## src/hdl/sapm_pkg.sv

```systemverilog
// Shared types and constants for the serial ADC peak current meter.
// No dependencies; imported by every module of the block but sapm_queue.
`default_nettype none

package sapm_pkg;

    // Fixed field widths of the result stream and the config registers
    localparam int SAMPLE_W = 12;
    localparam int CUR_W    = 20;
    localparam int GAIN_W   = 24;
    localparam int WIN_W    = 32;
    localparam int CHAN_W   = 4;
    localparam int CFG_W    = 32;
    localparam int CFG_IDX_W = 2;

    // Q8.16 gains: round to nearest before dropping the fraction
    localparam int FRAC_BITS = 16;
    localparam int ROUND_HALF = 32768;

    // Command: start and single-ended bits ahead of the channel bits
    localparam int CMD_BITS   = 5;
    localparam int SKIP_PULSE = 7;

    // Register reset values
    localparam logic [CHAN_W-1:0] RST_CHANNEL = 4'd1;
    localparam logic [WIN_W-1:0]  RST_WINDOW  = 32'd1000000;
    localparam logic [GAIN_W-1:0] RST_AMP_GAIN = 24'd2100000;
    localparam logic [GAIN_W-1:0] RST_EFF_GAIN = 24'd1489362;

    // Register indexes
    typedef enum logic [CFG_IDX_W-1:0] {
        CFG_ADC_CHANNEL    = 2'd0,
        CFG_WINDOW_TICKS   = 2'd1,
        CFG_AMPLITUDE_GAIN = 2'd2,
        CFG_EFFECTIVE_GAIN = 2'd3
    } t_cfg_idx;

    // Per-tick pin and event flags from the sequencer
    typedef struct packed {
        logic done;
        logic valid;
        logic mosi;
        logic sclk;
        logic cs_n;
    } t_tick_ctl;

    // One result request, last field in the lowest bits
    typedef struct packed {
        logic [CUR_W-1:0]    eff;
        logic [CUR_W-1:0]    amp;
        logic [SAMPLE_W-1:0] peak;
        logic                done;
        logic [SAMPLE_W-1:0] sample;
        logic                valid;
        logic                mosi;
        logic                sclk;
        logic                cs_n;
    } t_result;

endpackage

`default_nettype wire

```

## src/hdl/sapm_front.sv

```systemverilog
// Front end: conversion sequencer, data shift register and window counter.
// Depends on sapm_pkg.
`default_nettype none

module sapm_front #(
    parameter int ADC_BITS = 12
) (
    input  wire logic                          i_clk,
    input  wire logic                          i_rst_n,
    input  wire logic                          i_accept,
    input  wire logic                          i_miso,
    input  wire logic [sapm_pkg::CHAN_W-1:0]   i_channel,
    input  wire logic [sapm_pkg::WIN_W-1:0]    i_window_ticks,
    output sapm_pkg::t_tick_ctl                o_ctl,
    output logic [ADC_BITS-1:0]                o_sample
);
    import sapm_pkg::*;

    localparam int PULSES     = 7 + ADC_BITS;
    localparam int CONV_TICKS = 2 * PULSES + 2;
    localparam int PH_W       = $clog2(CONV_TICKS);

    logic [PH_W-1:0]     r_phase, n_phase;
    logic [ADC_BITS-1:0] r_shift, n_shift;
    logic [WIN_W-1:0]    r_elapsed, n_elapsed;

    logic [PH_W-1:0]     tm1;
    logic [PH_W-2:0]     pulse;
    logic                high;
    logic                last_tick;
    logic [WIN_W-1:0]    elapsed_inc;
    logic [2:0]          chan_m1;
    logic [CMD_BITS-1:0] cmd;

    always_comb begin
        tm1         = r_phase - PH_W'(1);
        pulse       = tm1[PH_W-1:1];
        high        = tm1[0];
        last_tick   = (r_phase == PH_W'(CONV_TICKS - 1));
        elapsed_inc = (r_elapsed == '1) ? r_elapsed : r_elapsed + WIN_W'(1);
        chan_m1     = 3'(i_channel - CHAN_W'(1));
        cmd         = {2'b11, chan_m1};

        o_ctl     = '0;
        o_sample  = '0;
        n_shift   = r_shift;
        n_elapsed = elapsed_inc;
        n_phase   = last_tick ? '0 : r_phase + PH_W'(1);

        if (r_phase == '0) begin
            n_shift = '0;
        end else if (!last_tick) begin
            o_ctl.sclk = high;
            if (pulse < (PH_W-1)'(CMD_BITS)) begin
                o_ctl.mosi = cmd[3'(CMD_BITS - 1) - pulse[2:0]];
            end else if (pulse >= (PH_W-1)'(SKIP_PULSE) && !high) begin
                n_shift = {r_shift[ADC_BITS-2:0], i_miso};
            end
        end else begin
            o_ctl.cs_n  = 1'b1;
            o_ctl.valid = 1'b1;
            o_sample    = r_shift;
            if (elapsed_inc >= i_window_ticks) begin
                o_ctl.done = 1'b1;
                n_elapsed  = '0;
            end
        end
    end

    always_ff @(posedge i_clk) begin
        if (!i_rst_n) begin
            r_phase   <= '0;
            r_shift   <= '0;
            r_elapsed <= '0;
        end else if (i_accept) begin
            r_phase   <= n_phase;
            r_shift   <= n_shift;
            r_elapsed <= n_elapsed;
        end
    end

endmodule

`default_nettype wire

```

## src/hdl/sapm_queue.sv

```systemverilog
// Two-entry request queue between the sequencer and the peak/scale back end.
// Does not depend on sapm_pkg; data width is a parameter.
`default_nettype none

module sapm_queue #(
    parameter int DATA_W = 8
) (
    input  wire logic              i_clk,
    input  wire logic              i_rst_n,
    input  wire logic              i_push,
    input  wire logic [DATA_W-1:0] i_data,
    output logic                   o_full,
    input  wire logic              i_pop,
    output logic                   o_empty,
    output logic [DATA_W-1:0]      o_data
);
    logic [DATA_W-1:0] r_mem [2];
    logic              r_wr_ptr;
    logic              r_rd_ptr;
    logic [1:0]        r_count, n_count;

    assign o_full  = (r_count == 2'd2);
    assign o_empty = (r_count == 2'd0);
    assign o_data  = r_mem[r_rd_ptr];

    always_comb begin
        n_count = r_count;
        if (i_push && !i_pop) begin
            n_count = r_count + 2'd1;
        end else if (!i_push && i_pop) begin
            n_count = r_count - 2'd1;
        end
    end

    always_ff @(posedge i_clk) begin
        if (i_push) begin
            r_mem[r_wr_ptr] <= i_data;
        end
    end

    always_ff @(posedge i_clk) begin
        if (!i_rst_n) begin
            r_wr_ptr <= 1'b0;
            r_rd_ptr <= 1'b0;
            r_count  <= 2'd0;
        end else begin
            if (i_push) r_wr_ptr <= ~r_wr_ptr;
            if (i_pop)  r_rd_ptr <= ~r_rd_ptr;
            r_count <= n_count;
        end
    end

endmodule

`default_nettype wire

```

## src/hdl/sapm_back.sv

```systemverilog
// Back end: peak hold, then Q8.16 current scaling into the output register.
// Depends on sapm_pkg.
`default_nettype none

module sapm_back #(
    parameter int ADC_BITS = 12
) (
    input  wire logic                          i_clk,
    input  wire logic                          i_rst_n,
    input  wire logic                          i_q_empty,
    input  wire sapm_pkg::t_tick_ctl           i_q_ctl,
    input  wire logic [ADC_BITS-1:0]           i_q_sample,
    output logic                               o_q_pop,
    input  wire logic [sapm_pkg::GAIN_W-1:0]   i_amp_gain,
    input  wire logic [sapm_pkg::GAIN_W-1:0]   i_eff_gain,
    output logic                               o_valid,
    input  wire logic                          i_ready,
    output sapm_pkg::t_result                  o_result
);
    import sapm_pkg::*;

    localparam int ACC_W = (ADC_BITS + GAIN_W + 1 > FRAC_BITS + CUR_W) ?
                           ADC_BITS + GAIN_W + 1 : FRAC_BITS + CUR_W;

    // Stage A: peak update
    logic                r_a_valid;
    t_tick_ctl           r_a_ctl;
    logic [ADC_BITS-1:0] r_a_sample;
    logic [ADC_BITS-1:0] r_a_peak;
    logic [ADC_BITS-1:0] r_peak, n_peak, peak_max;

    // Stage B: output register
    logic                r_b_valid;
    t_result             r_b;
    t_result             n_b;
    logic [ACC_W-1:0]    amp_acc, eff_acc;

    logic a_adv, b_adv;

    assign b_adv   = !r_b_valid || i_ready;
    assign a_adv   = !r_a_valid || b_adv;
    assign o_q_pop = !i_q_empty && a_adv;

    always_comb begin
        peak_max = (i_q_sample > r_peak) ? i_q_sample : r_peak;
        n_peak   = r_peak;
        if (i_q_ctl.valid) n_peak = peak_max;
        if (i_q_ctl.done)  n_peak = '0;
    end

    always_comb begin
        amp_acc = ACC_W'(r_a_peak) * ACC_W'(i_amp_gain) + ACC_W'(ROUND_HALF);
        eff_acc = ACC_W'(r_a_peak) * ACC_W'(i_eff_gain) + ACC_W'(ROUND_HALF);
        n_b        = '0;
        n_b.cs_n   = r_a_ctl.cs_n;
        n_b.sclk   = r_a_ctl.sclk;
        n_b.mosi   = r_a_ctl.mosi;
        n_b.valid  = r_a_ctl.valid;
        n_b.sample = SAMPLE_W'(r_a_sample);
        n_b.done   = r_a_ctl.done;
        n_b.peak   = SAMPLE_W'(r_a_peak);
        n_b.amp    = amp_acc[FRAC_BITS +: CUR_W];
        n_b.eff    = eff_acc[FRAC_BITS +: CUR_W];
    end

    always_ff @(posedge i_clk) begin
        if (o_q_pop) begin
            r_a_ctl    <= i_q_ctl;
            r_a_sample <= i_q_sample;
            r_a_peak   <= i_q_ctl.done ? peak_max : '0;
        end
        if (r_a_valid && b_adv) begin
            r_b <= n_b;
        end
    end

    always_ff @(posedge i_clk) begin
        if (!i_rst_n) begin
            r_a_valid <= 1'b0;
            r_b_valid <= 1'b0;
            r_peak    <= '0;
        end else begin
            if (a_adv)  r_a_valid <= !i_q_empty;
            if (b_adv)  r_b_valid <= r_a_valid;
            if (o_q_pop) r_peak   <= n_peak;
        end
    end

    assign o_valid  = r_b_valid;
    assign o_result = r_b;

endmodule

`default_nettype wire

```

## src/hdl/spi_adc_peak_current_meter.sv

```systemverilog
// Top level of the serial ADC peak current meter: config registers, front
// sequencer, request queue and back end. Depends on sapm_pkg and all sapm_* modules.
//
//  Channel   Dir  Payload                                     Handshake
//  s_axis    in   tdata[0] miso_bit, [7:1] zero               tvalid/tready
//  m_axis    out  tdata: cs_n, sclk, mosi, sample_valid,      tvalid/tready
//                 sample, window_done, peak, amp, eff
//  cfg       in   index (2b), data (32b)                      write enable only
//
// One request in and one result request out per clock while the output is
// not stalled; the sequencer steps once per accepted tick and the back end
// is two registers. The accepting edge writes the queue; the result then
// passes the peak stage and the scaling multiply into the output register,
// where it is presented.
// Reset is synchronous, active low, and clears the tick phase, window count,
// peak and all valid flags; the config registers take their reset values.
// An output stall backs up into the two-entry queue; tready drops when full.
`default_nettype none

module spi_adc_peak_current_meter #(
    parameter int ADC_BITS = 12
) (
    input  wire logic                             i_clk,
    input  wire logic                             i_rst_n,
    // configuration write port
    input  wire logic                             i_cfg_wr_en,
    input  wire logic [sapm_pkg::CFG_IDX_W-1:0]   i_cfg_index,
    input  wire logic [sapm_pkg::CFG_W-1:0]       i_cfg_data,
    // tick requests: [0] miso_bit, [7:1] zero
    input  wire logic                             i_s_axis_tvalid,
    output logic                                  o_s_axis_tready,
    input  wire logic [7:0]                       i_s_axis_tdata,
    // results: [0] chip_select_n, [1] serial_clock, [2] mosi_bit,
    // [3] sample_valid, [15:4] sample_value, [16] window_done,
    // [28:17] peak_value, [48:29] amplitude_tenths_ma,
    // [68:49] effective_tenths_ma, [71:69] zero
    output logic                                  o_m_axis_tvalid,
    input  wire logic                             i_m_axis_tready,
    output logic [71:0]                           o_m_axis_tdata
);
    import sapm_pkg::*;

    localparam int Q_W = $bits(t_tick_ctl) + ADC_BITS;

    // Configuration registers
    logic [CHAN_W-1:0] r_channel;
    logic [WIN_W-1:0]  r_window_ticks;
    logic [GAIN_W-1:0] r_amp_gain;
    logic [GAIN_W-1:0] r_eff_gain;

    always_ff @(posedge i_clk) begin
        if (!i_rst_n) begin
            r_channel      <= RST_CHANNEL;
            r_window_ticks <= RST_WINDOW;
            r_amp_gain     <= RST_AMP_GAIN;
            r_eff_gain     <= RST_EFF_GAIN;
        end else if (i_cfg_wr_en) begin
            unique case (t_cfg_idx'(i_cfg_index))
                CFG_ADC_CHANNEL:    r_channel      <= CHAN_W'(i_cfg_data);
                CFG_WINDOW_TICKS:   r_window_ticks <= i_cfg_data;
                CFG_AMPLITUDE_GAIN: r_amp_gain     <= GAIN_W'(i_cfg_data);
                CFG_EFFECTIVE_GAIN: r_eff_gain     <= GAIN_W'(i_cfg_data);
            endcase
        end
    end

    // Front: one tick per accepted request
    logic                in_accept;
    logic                q_full, q_empty, q_pop;
    t_tick_ctl           f_ctl;
    logic [ADC_BITS-1:0] f_sample;
    logic [Q_W-1:0]      q_out;
    t_tick_ctl           q_ctl;
    logic [ADC_BITS-1:0] q_sample;
    t_result             result;

    assign o_s_axis_tready = !q_full;
    assign in_accept       = i_s_axis_tvalid && !q_full;

    sapm_front #(.ADC_BITS(ADC_BITS)) u_front (
        .i_clk          (i_clk),
        .i_rst_n        (i_rst_n),
        .i_accept       (in_accept),
        .i_miso         (i_s_axis_tdata[0]),
        .i_channel      (r_channel),
        .i_window_ticks (r_window_ticks),
        .o_ctl          (f_ctl),
        .o_sample       (f_sample)
    );

    sapm_queue #(.DATA_W(Q_W)) u_queue (
        .i_clk   (i_clk),
        .i_rst_n (i_rst_n),
        .i_push  (in_accept),
        .i_data  ({f_ctl, f_sample}),
        .o_full  (q_full),
        .i_pop   (q_pop),
        .o_empty (q_empty),
        .o_data  (q_out)
    );

    assign q_ctl    = q_out[Q_W-1:ADC_BITS];
    assign q_sample = q_out[ADC_BITS-1:0];

    sapm_back #(.ADC_BITS(ADC_BITS)) u_back (
        .i_clk      (i_clk),
        .i_rst_n    (i_rst_n),
        .i_q_empty  (q_empty),
        .i_q_ctl    (q_ctl),
        .i_q_sample (q_sample),
        .o_q_pop    (q_pop),
        .i_amp_gain (r_amp_gain),
        .i_eff_gain (r_eff_gain),
        .o_valid    (o_m_axis_tvalid),
        .i_ready    (i_m_axis_tready),
        .o_result   (result)
    );

    assign o_m_axis_tdata = {3'b000, result};

`ifndef SYNTHESIS
    // A finished sample only appears on the chip-select release tick
    a_sample_on_cs_high: assert property (@(posedge i_clk) disable iff (!i_rst_n)
        o_m_axis_tvalid && o_m_axis_tdata[3] |-> o_m_axis_tdata[0] && !o_m_axis_tdata[1])
        else $error("sample reported while chip select is low");

    // A window can only close on a conversion end
    a_done_needs_sample: assert property (@(posedge i_clk) disable iff (!i_rst_n)
        o_m_axis_tvalid && o_m_axis_tdata[16] |-> o_m_axis_tdata[3])
        else $error("window closed without a sample");

    // Command bits are driven only while chip select is low
    a_mosi_in_frame: assert property (@(posedge i_clk) disable iff (!i_rst_n)
        o_m_axis_tvalid && o_m_axis_tdata[2] |-> !o_m_axis_tdata[0])
        else $error("command bit outside the conversion frame");

    // Queue stays full while nothing drains the output
    a_stall_holds_full: assert property (@(posedge i_clk) disable iff (!i_rst_n)
        !o_s_axis_tready && o_m_axis_tvalid && !i_m_axis_tready |=> !o_s_axis_tready)
        else $error("input reopened while output stalled");
`endif

endmodule

`default_nettype wire

```

## config.mk

```make
export PLATFORM = sky130hd
export DESIGN_NAME = spi_adc_peak_current_meter
export DESIGN_NICKNAME = d
export VERILOG_FILES = /design/src/hdl/sapm_pkg.sv /design/src/hdl/sapm_front.sv /design/src/hdl/sapm_queue.sv /design/src/hdl/sapm_back.sv /design/src/hdl/spi_adc_peak_current_meter.sv
export SDC_FILE = /design/constraint.sdc
export NUM_CORES = 2
export LEC_CHECK = 0
export ABC_AREA = 1
export BUFFER_PORTS_ARGS = -buffer_cell sky130_fd_sc_hd__buf_2
export CORE_MARGIN = 1.5
export CORE_UTILIZATION = 65
export DETAILED_ROUTE_END_ITERATION = 10
export PLACE_DENSITY = 0.93
export SLEW_MARGIN = 20
export SYNTH_ARGS = -nofsm -noshare
export SYNTH_HDL_FRONTEND = slang
export SYNTH_SLANG_ARGS = --single-unit
```

## constraint.sdc

```tcl
create_clock -name i_clk -period 7.3 [get_ports i_clk]
set_clock_uncertainty 0.2 [all_clocks]
set_input_delay 1.095 -clock i_clk [delete_from_list [all_inputs] [get_ports i_clk]]
set_output_delay 1.095 -clock i_clk [all_outputs]
set_load 0.01 [all_outputs]
```

* After elaboration in Yosys (flattened, before gate mapping) *
Memory sizes are Yosys's and may differ from the RTL's. A register that Yosys moved wholly into a read port is not among the register bits.
Cells that the tools add are included.

operators by class
  $add $sub $neg = 9
  multiply operators = 2
  div/mod/pow operators = 0
  order comparisons = 5
  eq/ne operators = 8
  shift operators = 0
  mux-type cells = 28
  bitwise gates (word level) = 2
  reduce and logical (&&, ||, !) cells = 27

operator list
  cell                      count
  $mux W32                  4
  $mux W12                  9
  $add A36 B16 Y36 const B  2
  $mul A12 B24 Y36          2
  $add A32 B1 Y32 const B   1
  $eq A32 B32 Y1 const B    1
  $ge A32 B32 Y1            1
  $gt A12 B12 Y1            1
  $reduce_and A2 Y1         5
  $mux W1                   8
  $mux W2                   4
  $logic_not A1 Y1          7
  $add A6 B1 Y6 const B     1
  $eq A2 B2 Y1 const B      3
  $eq A6 B6 Y1 const B      1
  $logic_and A1 B1 Y1       6
  $logic_not A6 Y1          1
  $mux W6                   1
  $reduce_bool A2 Y1        3
  $sub A6 B1 Y6 const B     1
  $ge A5 B3 Y1 const B      1
  $lt A5 B3 Y1 const B      1
  $mux W5                   1
  $logic_not A2 Y1          2
  12 further kinds          14

word-level totals
  bits in registers = 249
  bits in latches = 0
  RAM bits = 34
  memory bits (read-only) = 0
  bits of input ports = 47
  output and inout bits = 74
  memories = 1

memory list
  memory         words  bits a word  rd ports  clocked after memory_dff  write ports  line              RTL
  u_queue.r_mem  2      17           1         1                         1            sapm_queue.sv:17  logic [DATA_W-1:0] r_mem [2];

* Depth between registers and ports, before layout *
  word-level depth = 7
  mapped depth = 27
  mapped depth without buffers = 26

* By module *
A second synthesis with hierarchy kept.

unflattened totals
  cell total of the unflattened synthesis = 4,246
  area, all modules = 32,603.8 um2

modules (own cells, without submodules)
  module                      instances  cells each  area an instance (um2)
  sapm_back                   1          2,927       23,236.0
  sapm_front                  1          733         4,514.3
  spi_adc_peak_current_meter  1          498         3,344.5
  sapm_queue                  1          88          1,508.9

* Least setup slack after synthesis *
Ideal clock, no wire load.

  path kind = register to register
  start point = register u_back.r_a_peak[6]
  end point = register u_back.r_b, in the netlist u_back.o_result[66] (data pin)
  library setup time = 252 ps
  arrival time = 4,845 ps
  setup slack = 2,003 ps
  cell stages (with the launch flop) = 21
  path buffers = 2
  path through = edfxtp_1 > clkbuf_1 > buf_1 > nand2_1 > fa_1 > inv_1 > fa_1 > fa_1 > fa_1 > inv_1 > fa_1 > inv_1 > ha_1 > a21oi_1 > o21ai_0 > a21oi_1 > nor2_1 > a211oi_1 > nand2_1 > nand2_1 > nand2_1

on the way
  longest elaborated chain between the ends = 2

RTL lines
  element                 line             RTL
  start, declared         sapm_back.sv:29  logic [ADC_BITS-1:0] r_a_peak;
  start signal, assigned  sapm_back.sv:70  r_a_peak <= i_q_ctl.done ? peak_max : '0;
  $mul A12 B24 Y36        sapm_back.sv:53  eff_acc = ACC_W'(r_a_peak) * ACC_W'(i_eff_gain) + ACC_W'(ROUND_HALF);
  $add A36 B16 Y36        sapm_back.sv:53
  net u_back.eff_acc[33]  sapm_back.sv:36  logic [ACC_W-1:0] amp_acc, eff_acc;
  end signal, assigned    sapm_back.sv:73  r_b <= n_b;
  end, declared           sapm_back.sv:34  t_result r_b;

The timed path passes the listed nets, and every way through them passes these cells.
A chain may end at the register's enable or synchronous reset.

* Worst setup path in the final report *
  start point = register u_back.r_a_peak[8]
  end point = register u_back.r_b, in the netlist u_back.o_result[66] (data pin)

The elaborated chain is that of the path after synthesis.

==> results by group <==
Timing
  – Final hold vios: 0
  – Worst Tran Pin Value: 1.16 ns
  – Relative slew slack: 22.7%
  – Max Transition Viols Final: 0
  – Hold_ws: 0.223 ns
  – Final setup vio count: 0
  – Final period utilization: 86.1%
  – RSZ-0062 raised after global routing: false
  – Setup_tns: 0 ns
  – Worst setup slack after layout: a little over 1 ns
  – Tmin final: 6.29 ns
  – Fmax: 159 MHz

Synthesis
  – Ys flop type: dfxtp_1
  – Register area share after synthesis: 21.9%
  – FF+latch count, synth: 280
  – Cells after synthesis: 4,042
  – EDFF count, synth: 128
  – Netlist cell types: just over 40
  – Async set or reset register ratio after synthesis: 0%
  – YS warnings: 0
  – Avg Cell Area, Syn: 7.79 sq um
  – Synthesized area: 31,500 sq um

Clock tree
  – Cells resized by post-CTS repair: 0
  – # clock sinks: between 200 and 300
  – CTS tree: yes
  – Clk root buf: clkbuf_16
  – CTS Buf Count: 34
  – CTS Hold Buffers Added: 0
  – Clock Tree Buf Depth: 3
  – Setup bufs post-CTS: 0
  – CTS clock-pin slew for the worst setup and hold paths: 0.08 ns
  – CTS H-tree lvls: 2
  – Clk_lat worst skew: 0.58 ns

Floorplanning
  – Site Rows: 80
  – # IOs: 121
  – Die Span X: 223 um
  – Die H: ~220 um
  – Starting density of the core: 65.9%
  – Die ar.: about 50,000 sq um
  – Core area: 47,700 sq um

Global route
  – Initial antenna violation count: 3
  – Tot GR Track Use: between 30% and 40%
  – GRT Residual Overflow: 0
  – First-pass GRT wire length: 139,000 um
  – Largest net degree at the start of global routing: between 100 and 150
  – Vias in the first global route: 28,700

Final layout
  – Final nets: 4,770
  – Area delta synth->final: 6.83%
  – Most common cell after layout, fill and taps aside: nand2_1
  – Most frequent cells in the layout: nand2_1 (1,117), inv_1 (928), fa_1 (438), nor2_1 (252), ha_1 (236)
  – Post-route design area: between 30,000 and 40,000 sq um
  – Share of cells above drive strength 1: under 10%

Placement
  – Hpwl dp: 59,200 um
  – Post-place setup slack: 1.09 ns
  – IO Port Bufs: 110
  – Placed Area: 32,400 sq um
  – GP Congestion: 0.947

Detailed routing
  – Number of remaining DRC errors: 0
  – Initial DRC Count: between 3,000 and 4,000
  – DRT antenna net count: 0
  – Drt pass-1 iters: 10
  – Wirelength per Cell: 18.2 um
  – Drt via density: 5.80
  – Routed via count: 27,200
  – DRT Wirelength: 85,400 um

Critical path
  – CP Capture Type: register
  – Worst EP arrival: 6.44 ns
  – Data required, critical path: 7.45 ns
  – Max FO, Critical Path: 14
  – Worst setup SP type: register
  – Critical path type: register to register

Run
  – Max cap viols: 0

Outcome
  – Outcome: finished clean

Hold path
  – Worst min-delay path category: register to register
synth_stat cells (23+ instances only):
cell      instances  area [sq um]
dfxtp_1         152          3040
fa_1            438          8770
clkbuf_1        124           465
ha_1            236          2950
nor2_1          252           946
o21ai_0         132           661
edfxtp_1        128          3840
xor2_1           38           333
nand3_1          97           485
nor3_1           23           115
inv_1           928          3480
buf_1            28           105
a21oi_1         199           996
nand2_1        1119          4200
layer usage:
metal | vias to the layer above | routed length (um) | GRT usage [%]
li1 | 12100 | - | -
met1 | 12700 | 30300 | 41.4
met2 | 1817 | 40400 | 59.1
met3 | 590 | 8470 | 6.77
met4 | 2 | 6280 | 22.5
met5 | - | 15 | 0
worst max-delay path: stages, from the launching register on:
cell,delay (ns)
edfxtp_1,0.93
buf_4,0.34
buf_4,0.21
nand2_1,0.09
fa_1,0.43
fa_1,0.49
fa_1,0.56
inv_1,0.06
fa_1,0.47
inv_1,0.06
fa_1,0.54
inv_1,0.05
ha_1,0.36
a21oi_1,0.27
o21ai_0,0.18
a21oi_1,0.27
nor2_1,0.07
a211oi_1,0.27
nand2_1,0.08
nand2_1,0.07
nand2_1,0.04
state kept, by name, indices dropped and copies added, names as in the netlist, 2 cells and up, named ones only:
signal and count:
u_back.o_result 68, r_window_ticks 32, u_front.r_elapsed 32, u_queue.r_mem 32, r_amp_gain 24, r_eff_gain 24
u_back.r_a_peak 12, u_back.r_a_sample 12, u_back.r_peak 12, u_front.r_shift 12, u_front.r_phase 6, u_back.n_b 4
r_channel 3, u_queue.r_count 2
stage by stage:
stage / util, % / cells
3_5_place_dp: 67.8 / 4627
3_3_place_gp: 67.8 / 4627
6_report: 70.4 / 4692
5_1_grt: 70.4 / 4692
4_1_cts: 70.4 / 4689
2_1_floorplan: - / 4044
worst paths after layout:
kind                                    startpoint                            end  slack (ns)  depth (start not counted)
hold / removal             u_back.n_b[0]$_DFFE_PP_   u_back.o_result[0]$_DFFE_PP_        0.22                          0
setup / recovery  u_back.r_a_peak[8]$_SDFFCE_PN0P_  u_back.o_result[66]$_DFFE_PP_        1.01                         20
hold reg to reg            u_back.n_b[0]$_DFFE_PP_   u_back.o_result[0]$_DFFE_PP_        0.22                          0
setup reg to reg  u_back.r_a_peak[8]$_SDFFCE_PN0P_  u_back.o_result[66]$_DFFE_PP_        1.01                         20
logic make-up after synthesis:
family	count (synthesis)	synth area share [%]
and+or+nand+nor	1527	19.1
xor gates and xnor gates	51	1.42
AOI/OAI and AO/OA	401	6.92
DFF	280	21.9
adders and majority gates	674	37.2
buffers and inverters	1105	13.4
muxes	3	0.107
other	1	0.0119
area by class of cell:
class                           count  area [sq um]
Sequential cell                   280          6890
Timing Repair Buffer              142           836
Inverter                          932          3500
Antenna cell                        2          5.00
Clock inverter                     15           184
Fill cell                        3254         14100
Clock buffer                       47          1040
Tap cell                          615           769
Multi-Input combinational cell   2659         20400
Power is left out: the tool's default activity adds up to more than one toggle a clock period on the data nets, which glitch-free logic cannot reach.
